===== config.mk =====
export PLATFORM = sky130hd
export DESIGN_NAME = touch_marker_pixel_shader_unit
export DESIGN_NICKNAME = d
export VERILOG_FILES = /design/src/rtl/core/tmps_pkg.sv /design/src/rtl/core/tmps_front.sv /design/src/rtl/core/tmps_queue.sv /design/src/rtl/core/tmps_back.sv /design/src/rtl/core/touch_marker_pixel_shader_unit.sv
export SDC_FILE = /design/constraint.sdc
export NUM_CORES = 2
export LEC_CHECK = 0
export CORE_MARGIN = 2
export CORE_UTILIZATION = 40
export DETAILED_ROUTE_END_ITERATION = 12
export DONT_BUFFER_PORTS = 1
export SYNTH_ARGS = -nofsm -noshare
export SYNTH_HDL_FRONTEND = slang
export SYNTH_HIERARCHICAL = 1
export SYNTH_SLANG_ARGS = --single-unit

===== constraint.sdc =====
create_clock -name clk -period 19.4 [get_ports clk]
set_clock_uncertainty 0.15 [all_clocks]
set_input_delay 1.94 -clock clk [delete_from_list [all_inputs] [get_ports clk]]
set_output_delay 1.94 -clock clk [all_outputs]
set_load 0.02 [all_outputs]

===== src/rtl/core/tmps_pkg.sv =====
// Shared types, constants and arithmetic helpers for the touch marker pixel shader.
package tmps_pkg;

    localparam logic [2:0]  DENSITY_MIN   = 3'd1;
    localparam logic [2:0]  DENSITY_MAX   = 3'd4;
    localparam int          QUEUE_DEPTH   = 4;
    localparam int          QUEUE_AW      = $clog2(QUEUE_DEPTH);
    localparam int          SQRT_STEPS    = 12;
    localparam logic [1:0]  STYLE_DISC    = 2'd0;
    localparam logic [1:0]  STYLE_CORE    = 2'd1;
    localparam logic [23:0] INK_YELLOW    = 24'hFFDD33;
    localparam logic [23:0] INK_RED       = 24'hE02020;
    localparam logic [18:0] RECIP_255     = 19'd263173;
    localparam int          RECIP_SHIFT   = 26;

    typedef struct packed {
        logic [1:0] style;
        logic       colour;
        logic [2:0] frame;
        logic [2:0] dens;
    } meta_t;

    typedef struct packed {
        logic [10:0] adx;
        logic [10:0] ady;
        meta_t       meta;
    } item_t;

    // Animation time 0..255 for each frame.
    function automatic logic [7:0] t_of(input logic [2:0] frame);
        logic [7:0] t;
        case (frame)
            3'd0:    t = 8'd0;
            3'd1:    t = 8'd36;
            3'd2:    t = 8'd72;
            3'd3:    t = 8'd109;
            3'd4:    t = 8'd145;
            3'd5:    t = 8'd182;
            3'd6:    t = 8'd218;
            default: t = 8'd255;
        endcase
        return t;
    endfunction

    // Quadratic fade factor for each frame.
    function automatic logic [7:0] fade_of(input logic [2:0] frame);
        logic [7:0] f;
        case (frame)
            3'd0:    f = 8'd255;
            3'd1:    f = 8'd250;
            3'd2:    f = 8'd235;
            3'd3:    f = 8'd209;
            3'd4:    f = 8'd173;
            3'd5:    f = 8'd126;
            3'd6:    f = 8'd69;
            default: f = 8'd0;
        endcase
        return f;
    endfunction

    // Exact floor(v / 255) for v below 261120.
    function automatic logic [9:0] div255(input logic [17:0] v);
        logic [36:0] p;
        p = 37'(v) * 37'(RECIP_255);
        return 10'(p >> RECIP_SHIFT);
    endfunction

    // ceil(2^16 / m) for the ramp widths in halves of a pixel.
    function automatic logic [15:0] recip_of(input logic [3:0] m);
        logic [15:0] r;
        case (m)
            4'd2:    r = 16'd32768;
            4'd3:    r = 16'd21846;
            4'd4:    r = 16'd16384;
            4'd6:    r = 16'd10923;
            4'd8:    r = 16'd8192;
            4'd9:    r = 16'd7282;
            4'd12:   r = 16'd5462;
            default: r = 16'd0;
        endcase
        return r;
    endfunction

endpackage


===== src/rtl/core/tmps_front.sv =====
// Front end: density register, clamping and centre offsets of each pixel word.
module tmps_front
    import tmps_pkg::*;
(
    input  logic        clk,
    input  logic        rst_n,
    input  logic        cfg_wr_en,
    input  logic [2:0]  cfg_wr_data,
    input  logic [6:0]  pixel_x,
    input  logic [6:0]  pixel_y,
    input  logic [1:0]  style,
    input  logic        colour,
    input  logic [2:0]  frame_number,
    output item_t       item
);

    logic [2:0]  density_reg;
    logic [2:0]  dens;
    logic [10:0] centre;
    logic [11:0] dx;
    logic [11:0] dy;

    always_ff @(posedge clk or negedge rst_n)
    begin
        if (!rst_n)
        begin
            density_reg <= DENSITY_MIN;
        end
        else if (cfg_wr_en)
        begin
            density_reg <= cfg_wr_data;
        end
    end

    always_comb
    begin
        if (density_reg < DENSITY_MIN)
        begin
            dens = DENSITY_MIN;
        end
        else if (density_reg > DENSITY_MAX)
        begin
            dens = DENSITY_MAX;
        end
        else
        begin
            dens = density_reg;
        end
        // centre = (side - 1) * 8 with side = 32 * dens
        centre = {dens, 8'd0} - 11'd8;
        dx = {1'b0, pixel_x, 4'd0} - {1'b0, centre};
        dy = {1'b0, pixel_y, 4'd0} - {1'b0, centre};
        item.adx = dx[11] ? 11'(-dx) : dx[10:0];
        item.ady = dy[11] ? 11'(-dy) : dy[10:0];
        item.meta.style  = style;
        item.meta.colour = colour;
        item.meta.frame  = frame_number;
        item.meta.dens   = dens;
    end

endmodule


===== src/rtl/core/tmps_queue.sv =====
// Short queue between the front end and the shading pipeline.
module tmps_queue
    import tmps_pkg::*;
(
    input  logic  clk,
    input  logic  rst_n,
    input  logic  push,
    input  item_t wdata,
    input  logic  pop,
    output item_t rdata,
    output logic  full,
    output logic  empty
);

    item_t                mem [QUEUE_DEPTH];
    logic [QUEUE_AW-1:0]  wr_ptr_reg;
    logic [QUEUE_AW-1:0]  rd_ptr_reg;
    logic [QUEUE_AW:0]    count_reg;

    always_ff @(posedge clk)
    begin
        if (push)
        begin
            mem[wr_ptr_reg] <= wdata;
        end
    end

    always_ff @(posedge clk or negedge rst_n)
    begin
        if (!rst_n)
        begin
            wr_ptr_reg <= '0;
            rd_ptr_reg <= '0;
            count_reg  <= '0;
        end
        else
        begin
            if (push)
            begin
                wr_ptr_reg <= wr_ptr_reg + 1'b1;
            end
            if (pop)
            begin
                rd_ptr_reg <= rd_ptr_reg + 1'b1;
            end
            if (push && !pop)
            begin
                count_reg <= count_reg + 1'b1;
            end
            else if (pop && !push)
            begin
                count_reg <= count_reg - 1'b1;
            end
        end
    end

    assign rdata = mem[rd_ptr_reg];
    assign full  = (count_reg == (QUEUE_AW+1)'(QUEUE_DEPTH));
    assign empty = (count_reg == '0);

endmodule


===== src/rtl/core/tmps_back.sv =====
// Shading pipeline: distance square root, alpha ramps, fade and output register.
module tmps_back
    import tmps_pkg::*;
(
    input  logic        clk,
    input  logic        rst_n,
    input  item_t       item,
    input  logic        empty,
    output logic        pop,
    output logic        out_valid,
    input  logic        out_stall,
    output logic [31:0] argb
);

    typedef struct packed {
        logic        valid;
        meta_t       meta;
        logic [22:0] n;
        logic [17:0] v;
    } s0_t;

    typedef struct packed {
        logic        valid;
        meta_t       meta;
        logic [22:0] n;
        logic [23:0] r;
        logic [11:0] rad;
    } sq_t;

    typedef struct packed {
        logic        full;
        logic        zero;
        logic [11:0] np;
        logic [3:0]  m;
    } ramp_t;

    typedef struct packed {
        logic  valid;
        meta_t meta;
        ramp_t ra;
        ramp_t rb;
        ramp_t rc;
    } r1_t;

    typedef struct packed {
        logic       valid;
        meta_t      meta;
        logic [8:0] aa;
        logic [8:0] ab;
        logic [8:0] ac;
    } r2_t;

    typedef struct packed {
        logic        valid;
        logic        colour;
        logic [15:0] prod;
    } r3_t;

    s0_t  s0_reg,  s0_next;
    sq_t  sq_reg [SQRT_STEPS+1];
    sq_t  sq_next [SQRT_STEPS+1];
    r1_t  r1_reg,  r1_next;
    r2_t  r2_reg,  r2_next;
    r3_t  r3_reg,  r3_next;
    logic        out_valid_reg, out_valid_next;
    logic [31:0] argb_reg, argb_next;
    logic        en;

    function automatic sq_t sqrt_step(input sq_t s, input int i);
        logic [23:0] bitv;
        logic [23:0] trial;
        sq_t         o;
        bitv  = 24'(1) << (22 - 2 * i);
        trial = s.r + bitv;
        o = s;
        if ({1'b0, s.n} >= trial)
        begin
            o.n = 23'({1'b0, s.n} - trial);
            o.r = (s.r >> 1) + bitv;
        end
        else
        begin
            o.r = s.r >> 1;
        end
        return o;
    endfunction

    function automatic ramp_t ramp_prep(input logic [11:0] d, input logic [11:0] inner,
                                        input logic [3:0] m);
        logic [12:0] outer;
        logic [11:0] diff;
        logic [19:0] scaled;
        ramp_t       o;
        outer    = {1'b0, inner} + {6'd0, m, 3'd0};
        diff     = d - inner;
        scaled   = 20'(diff) * 20'd255;
        o.full   = (d <= inner);
        o.zero   = ({1'b0, d} >= outer);
        o.np     = 12'(scaled >> 3);
        o.m      = m;
        return o;
    endfunction

    function automatic logic [8:0] ramp_alpha(input ramp_t r);
        logic [27:0] p;
        logic [7:0]  q;
        p = 28'(r.np) * 28'(recip_of(r.m));
        q = 8'(p >> 16);
        if (r.full)
        begin
            return 9'd255;
        end
        else if (r.zero)
        begin
            return 9'd0;
        end
        return 9'd255 - {1'b0, q};
    endfunction

    // Advance the whole pipeline unless the output word is held.
    assign en  = !(out_valid_reg && out_stall);
    assign pop = en && !empty;

    always_comb
    begin
        logic [10:0] td;
        logic [5:0]  base_mul;
        logic [11:0] d;
        logic [11:0] dm;
        logic [3:0]  m2;
        logic [3:0]  m3;
        logic signed [9:0] a;
        logic signed [9:0] ring;
        logic [9:0]  alpha_q;

        // Stage 0: squared distance and radius growth product.
        td = 11'(t_of(item.meta.frame)) * 11'(item.meta.dens);
        s0_next.valid = pop;
        s0_next.meta  = item.meta;
        s0_next.n     = 23'(22'(item.adx) * 22'(item.adx)) + 23'(22'(item.ady) * 22'(item.ady));
        s0_next.v     = (item.meta.style == STYLE_DISC) ? 18'(td) * 18'd160 : 18'(td) * 18'd192;

        // Stage 1: radius, start the root.
        base_mul = (s0_reg.meta.style == STYLE_DISC) ? 6'd48 : 6'd32;
        sq_next[0].valid = s0_reg.valid;
        sq_next[0].meta  = s0_reg.meta;
        sq_next[0].n     = s0_reg.n;
        sq_next[0].r     = '0;
        sq_next[0].rad   = 12'(base_mul) * 12'(s0_reg.meta.dens) + 12'(div255(s0_reg.v));

        for (int i = 0; i < SQRT_STEPS; i++)
        begin
            sq_next[i+1] = sqrt_step(sq_reg[i], i);
        end

        // Ramp set-up: widths are 8*m sixteenths.
        d  = sq_reg[SQRT_STEPS].r[11:0];
        dm = 12'(sq_reg[SQRT_STEPS].meta.dens);
        m2 = {dm[2:0], 1'b0};
        m3 = 4'(dm * 12'd3);
        r1_next.valid = sq_reg[SQRT_STEPS].valid;
        r1_next.meta  = sq_reg[SQRT_STEPS].meta;
        case (sq_reg[SQRT_STEPS].meta.style)
            STYLE_DISC:
            begin
                r1_next.ra = ramp_prep(d, sq_reg[SQRT_STEPS].rad - dm * 12'd24, m3);
                r1_next.rb = ramp_prep(d, '0, m2);
                r1_next.rc = ramp_prep(d, '0, m2);
            end
            STYLE_CORE:
            begin
                r1_next.ra = ramp_prep(d, dm * 12'd48, m2);
                r1_next.rb = ramp_prep(d, dm * 12'd128, m2);
                r1_next.rc = ramp_prep(d, dm * 12'd96, m2);
            end
            default:
            begin
                r1_next.ra = ramp_prep(d, sq_reg[SQRT_STEPS].rad, m2);
                r1_next.rb = ramp_prep(d, sq_reg[SQRT_STEPS].rad - dm * 12'd32, m2);
                r1_next.rc = ramp_prep(d, '0, m2);
            end
        endcase

        r2_next.valid = r1_reg.valid;
        r2_next.meta  = r1_reg.meta;
        r2_next.aa    = ramp_alpha(r1_reg.ra);
        r2_next.ab    = ramp_alpha(r1_reg.rb);
        r2_next.ac    = ramp_alpha(r1_reg.rc);

        // Combine the ramps, then scale by the fade.
        ring = '0;
        case (r2_reg.meta.style)
            STYLE_DISC:
            begin
                a = signed'({1'b0, r2_reg.aa});
            end
            STYLE_CORE:
            begin
                ring = signed'({1'b0, r2_reg.ab}) - signed'({1'b0, r2_reg.ac});
                a = (signed'({1'b0, r2_reg.aa}) > ring) ? signed'({1'b0, r2_reg.aa}) :
                    ((ring > 0) ? ring : '0);
            end
            default:
            begin
                ring = signed'({1'b0, r2_reg.aa}) - signed'({1'b0, r2_reg.ab});
                a = (ring > 0) ? ring : '0;
            end
        endcase
        r3_next.valid  = r2_reg.valid;
        r3_next.colour = r2_reg.meta.colour;
        r3_next.prod   = 16'(a[7:0]) * 16'(fade_of(r2_reg.meta.frame));

        out_valid_next = r3_reg.valid;
        alpha_q        = div255({2'd0, r3_reg.prod});
        argb_next      = {alpha_q[7:0], r3_reg.colour ? INK_RED : INK_YELLOW};
    end

    always_ff @(posedge clk or negedge rst_n)
    begin
        if (!rst_n)
        begin
            s0_reg        <= '0;
            r1_reg        <= '0;
            r2_reg        <= '0;
            r3_reg        <= '0;
            out_valid_reg <= 1'b0;
            argb_reg      <= '0;
            for (int i = 0; i <= SQRT_STEPS; i++)
            begin
                sq_reg[i] <= '0;
            end
        end
        else if (en)
        begin
            s0_reg        <= s0_next;
            r1_reg        <= r1_next;
            r2_reg        <= r2_next;
            r3_reg        <= r3_next;
            out_valid_reg <= out_valid_next;
            argb_reg      <= argb_next;
            for (int i = 0; i <= SQRT_STEPS; i++)
            begin
                sq_reg[i] <= sq_next[i];
            end
        end
    end

    assign out_valid = out_valid_reg;
    assign argb      = argb_reg;

endmodule


===== src/rtl/core/touch_marker_pixel_shader_unit.sv =====
// Top level of the touch marker pixel shader.
//
// Input channel: in_valid / in_stall with pixel_x, pixel_y, style, colour and
// frame_number; a word is taken at a clock edge with in_valid high and in_stall low.
// Output channel: out_valid / out_stall with argb, alpha in bits 31..24.
// Configuration: cfg_wr_en writes cfg_wr_data into the density register.
//
// One pixel enters and one leaves per clock unless out_stall holds the output word.
// From acceptance to out_valid a word passes two set-up stages, twelve square root
// stages (one result bit each), three ramp and fade stages and the output register;
// an empty queue hands the word on in the cycle after it is taken, unless stalled.
// The square root pipeline sets the depth.
// When out_stall holds the output word, the pipeline freezes and the four-entry
// queue absorbs new pixels; in_stall rises once the queue is full.
// Reset clears the pipeline and queue, and sets density to 1.
module touch_marker_pixel_shader_unit
    import tmps_pkg::*;
(
    input  logic        clk,
    input  logic        rst_n,
    input  logic        cfg_wr_en,
    input  logic [2:0]  cfg_wr_data,
    input  logic        in_valid,
    output logic        in_stall,
    input  logic [6:0]  pixel_x,
    input  logic [6:0]  pixel_y,
    input  logic [1:0]  style,
    input  logic        colour,
    input  logic [2:0]  frame_number,
    output logic        out_valid,
    input  logic        out_stall,
    output logic [31:0] argb
);

    item_t front_item;
    item_t queue_item;
    logic  full;
    logic  empty;
    logic  pop;

    tmps_front u_front (
        .clk          (clk),
        .rst_n        (rst_n),
        .cfg_wr_en    (cfg_wr_en),
        .cfg_wr_data  (cfg_wr_data),
        .pixel_x      (pixel_x),
        .pixel_y      (pixel_y),
        .style        (style),
        .colour       (colour),
        .frame_number (frame_number),
        .item         (front_item)
    );

    tmps_queue u_queue (
        .clk   (clk),
        .rst_n (rst_n),
        .push  (in_valid && !full),
        .wdata (front_item),
        .pop   (pop),
        .rdata (queue_item),
        .full  (full),
        .empty (empty)
    );

    tmps_back u_back (
        .clk       (clk),
        .rst_n     (rst_n),
        .item      (queue_item),
        .empty     (empty),
        .pop       (pop),
        .out_valid (out_valid),
        .out_stall (out_stall),
        .argb      (argb)
    );

    assign in_stall = full;

endmodule


==> flow_results.xml <==
<?xml version="1.0" encoding="UTF-8"?>
<metrics>
  <group name="timing">
    <metric name="layout_worst_path_cycle_share" unit="%">45.9</metric>
    <metric name="maxClockFrequency" unit="MHz">112</metric>
    <metric name="setup_viol_count_final" unit="">0</metric>
    <metric name="slew-limit-headroom" unit="%">19.2</metric>
    <metric name="fin_ws" unit="ps">10490</metric>
    <metric name="setup-tns-final" unit="ps">0</metric>
    <metric name="timing.final.max_slew_violations" unit="">0</metric>
    <metric name="hold_viol" unit="">0</metric>
    <metric name="layout_min_cycle_time" unit="ps">8910</metric>
    <metric name="tightest_slew" unit="ps">1210</metric>
    <metric name="grt_setup_unrepaired" unit="">false</metric>
  </group>
  <group name="place">
    <metric name="placement.setup.worst_slack" unit="ps">10470</metric>
    <metric name="place.detailed.instances" unit="">11100</metric>
    <metric name="detail_placement_hpwl" unit="mm">139</metric>
    <metric name="io_buffer_count" unit="">0</metric>
    <metric name="gp_congestion" unit="">0.887</metric>
  </group>
  <group name="yosys">
    <metric name="yosys_warnings" unit="">6</metric>
    <metric name="synth_flop_cell" unit="">sky130_fd_sc_hd__dfrtp_1</metric>
    <metric name="netlist-cell-type-count" unit="">103</metric>
    <metric name="mappedNetlistArea" unit="um^2">81100</metric>
    <metric name="netlist_top_cells_count" unit="">1761 x sky130_fd_sc_hd__nand2_1, 1284 x sky130_fd_sc_hd__inv_1, 844 x sky130_fd_sc_hd__fa_1</metric>
    <metric name="synth-seq-cells" unit="">924</metric>
    <metric name="number_of_enable_type_register_cells_in_the_synthesized_netlist" unit="">124</metric>
    <metric name="synth-seq-area-share" unit="%">29.3</metric>
    <metric name="synth_most_common_cell" unit="">sky130_fd_sc_hd__nand2_1</metric>
    <metric name="synthArstFlopShare" unit="%">86.6</metric>
    <metric name="gate_count_post_synth" unit="">8646</metric>
    <metric name="synth_top_area_cell" unit="">sky130_fd_sc_hd__dfrtp_1</metric>
    <metric name="synth_area_per_cell" unit="um^2">9.38</metric>
    <metric name="yosys.area.top_type_share" unit="%">24.7</metric>
    <metric name="yosys-top-cells-area" unit="">sky130_fd_sc_hd__dfrtp_1 25%, sky130_fd_sc_hd__fa_1 21%, sky130_fd_sc_hd__ha_1 12%</metric>
  </group>
  <group name="layout">
    <metric name="drive_gt1_share" unit="%">3.97</metric>
    <metric name="areaGrowthSynthToFinish" unit="%">7.85</metric>
    <metric name="largest_register_ffs" unit="">365</metric>
    <metric name="post_route_insts_no_fill" unit="">11300</metric>
    <metric name="finish.net_count" unit="">10200</metric>
    <metric name="end_of_flow_core_utilization" unit="%">43.3</metric>
  </group>
  <group name="route">
    <metric name="routed_wire_length_per_instance" unit="um">15.9</metric>
    <metric name="antenna_violating_nets_post_route" unit="">0</metric>
    <metric name="drt_drc_violations_left" unit="">0</metric>
    <metric name="drt-vias-per-instance" unit="">4.99</metric>
    <metric name="drtPass1Iterations" unit="">5</metric>
    <metric name="drtIter0Drc" unit="">3154</metric>
    <metric name="detail_route.wirelength" unit="mm">180</metric>
    <metric name="detailroute.via_count" unit="">56300</metric>
  </group>
  <group name="cts">
    <metric name="clock_sinks" unit="">924</metric>
    <metric name="clkLatencyLatePin" unit="ps">790</metric>
    <metric name="cts_inserted_buffers" unit="">104</metric>
    <metric name="cts_max_path_buffers" unit="">3</metric>
    <metric name="cts_tree" unit="">built</metric>
    <metric name="post_cts_resize_count" unit="">0</metric>
    <metric name="cts_root_buffer" unit="">sky130_fd_sc_hd__clkbuf_16</metric>
    <metric name="number_of_post_cts_setup_repair_buffers" unit="">0</metric>
    <metric name="ctsHoldBuffers" unit="">0</metric>
    <metric name="cts-htree-levels" unit="">3</metric>
    <metric name="cts.clk_slew.worst_paths" unit="ps">60</metric>
  </group>
  <group name="die">
    <metric name="placeableCoreArea" unit="um^2">202000</metric>
    <metric name="floorplan.die.width" unit="um">454</metric>
    <metric name="die-height" unit="um">454</metric>
    <metric name="core.rowCount" unit="">165</metric>
    <metric name="design.portCount" unit="">62</metric>
    <metric name="design.die.area" unit="um^2">206000</metric>
    <metric name="initial_core_util" unit="%">40.2</metric>
  </group>
  <group name="global_route">
    <metric name="first_pass_grt_wire_length" unit="mm">304</metric>
    <metric name="grt_overflow" unit="">0</metric>
    <metric name="grt_pass1_vias" unit="">58800</metric>
    <metric name="grt_start_max_net_pins" unit="">219</metric>
    <metric name="antenna_violations_before_repair" unit="">1</metric>
    <metric name="gr-usage-all-layers" unit="%">18.0</metric>
  </group>
  <group name="critical_path">
    <metric name="end_kind" unit="">register</metric>
    <metric name="rrSetupSlack" unit="ps">10490</metric>
    <metric name="cp_max_fo" unit="">8</metric>
    <metric name="setup.worst_path.class" unit="">reg2reg</metric>
    <metric name="start_kind" unit="">register</metric>
    <metric name="required" unit="ps">19790</metric>
    <metric name="crit_top_cell" unit="">sky130_fd_sc_hd__inv_1</metric>
    <metric name="cp.arrival" unit="ps">9300</metric>
    <metric name="timing.critical_path.slowest_stage_cell" unit="">sky130_fd_sc_hd__fa_1</metric>
    <metric name="critPathMaxStageDelay" unit="ps">560</metric>
  </group>
  <group name="run">
    <metric name="cap_viol_max_count" unit="">0</metric>
  </group>
  <group name="min_path">
    <metric name="worst_hold_path_type" unit="">reg2reg</metric>
  </group>
  <group name="status">
    <metric name="outcome" unit="">complete, no violations</metric>
  </group>
</metrics>
-- kinds of logic (layout without fill, tap and decap cells) --
group,Yosys count,count (layout),synth area share (%)
AOI/OAI and AO/OA,1161,1161,8.83
xor gates and xnor gates,389,389,4.22
adders and majority gates,1655,1655,33.3
buffers and inverters,1585,1535,7.61
DFF,924,924,29.3
muxes,70,70,1.39
other,3,19,0.0139
and+or+nand+nor,2859,2859,15.3
-- metal layers --
metal	up-vias	track usage, %	part of all wire (%)
met5	-	0	0
met4	0	3.98	1.8
met3	198	1.93	3.6
met2	754	30.6	48
met1	27900	24.6	46
li1	27400	-	-
-- final timing paths --
path | start | end | cells after the start
worst max-delay path | u_back/r2_reg[1] | u_back/r3_reg[15] | 34
worst min-delay path | u_back/sq_next[551] | u_back/sq_next[482] | 2
worst max register to register | u_back/r2_reg[1] | u_back/r3_reg[15] | 34
worst min register to register | u_back/sq_next[551] | u_back/sq_next[482] | 2
max in group asynchronous | rst_n | u_queue/count_reg[0] | 3
min in group asynchronous | rst_n | u_back/argb[29] | 0
-- worst max-delay path: cells and delay by family, from the launching register on --
| family | cells | cell delay [ps] |
|---|---|---|
| AOI/OAI and AO/OA | 13 | 3170 |
| adders and majority gates | 7 | 2980 |
| and+or+nand+nor | 6 | 1170 |
| DFF | 1 | 380 |
| muxes | 1 | 350 |
| xor gates and xnor gates | 2 | 300 |
| buffers and inverters | 5 | 280 |
-- metrics by stage --
stage	hold WS, ps	instance area [um^2]
detailed placement	302	83700
floorplan	280	81100
CTS	279	87400
global placement	290	83700
finish	278	87500
global route	291	87500
-- placed cells by master (no fill, tap or decap), types with 51 or more instances in the layout --
| master | instances |
|---|---|
| sky130_fd_sc_hd__a21o_1 | 84 |
| sky130_fd_sc_hd__edfxtp_1 | 124 |
| sky130_fd_sc_hd__ha_1 | 810 |
| sky130_fd_sc_hd__xnor2_1 | 271 |
| sky130_fd_sc_hd__clkbuf_16 | 104 |
| sky130_fd_sc_hd__dfrtp_1 | 797 |
| sky130_fd_sc_hd__o21ai_0 | 373 |
| sky130_fd_sc_hd__xor2_1 | 117 |
| sky130_fd_sc_hd__inv_1 | 1284 |
| sky130_fd_sc_hd__nor2_1 | 406 |
| sky130_fd_sc_hd__nand2b_1 | 54 |
| sky130_fd_sc_hd__a21oi_1 | 336 |
| sky130_fd_sc_hd__nand2_1 | 1760 |
| sky130_fd_sc_hd__and2_1 | 182 |
| sky130_fd_sc_hd__o21a_1 | 58 |
| sky130_fd_sc_hd__nor2b_1 | 80 |
| sky130_fd_sc_hd__buf_4 | 51 |
| sky130_fd_sc_hd__fa_1 | 844 |
| sky130_fd_sc_hd__nor3_1 | 118 |
-- cell type report --
class / count / area [um^2]
antenna: 6 / 15.0
multi-input combinational: 6147 / 51200
fill: 19700 / 114000
tap: 2672 / 3340
timing repair buffer: 56 / 513
sequential: 924 / 23700
clock inverter: 58 / 871
clock buffer: 135 / 2900
inverter: 1286 / 4830
Power is left out: the tool's default activity adds up to more than one toggle a clock period on the data nets, which glitch-free logic cannot reach.
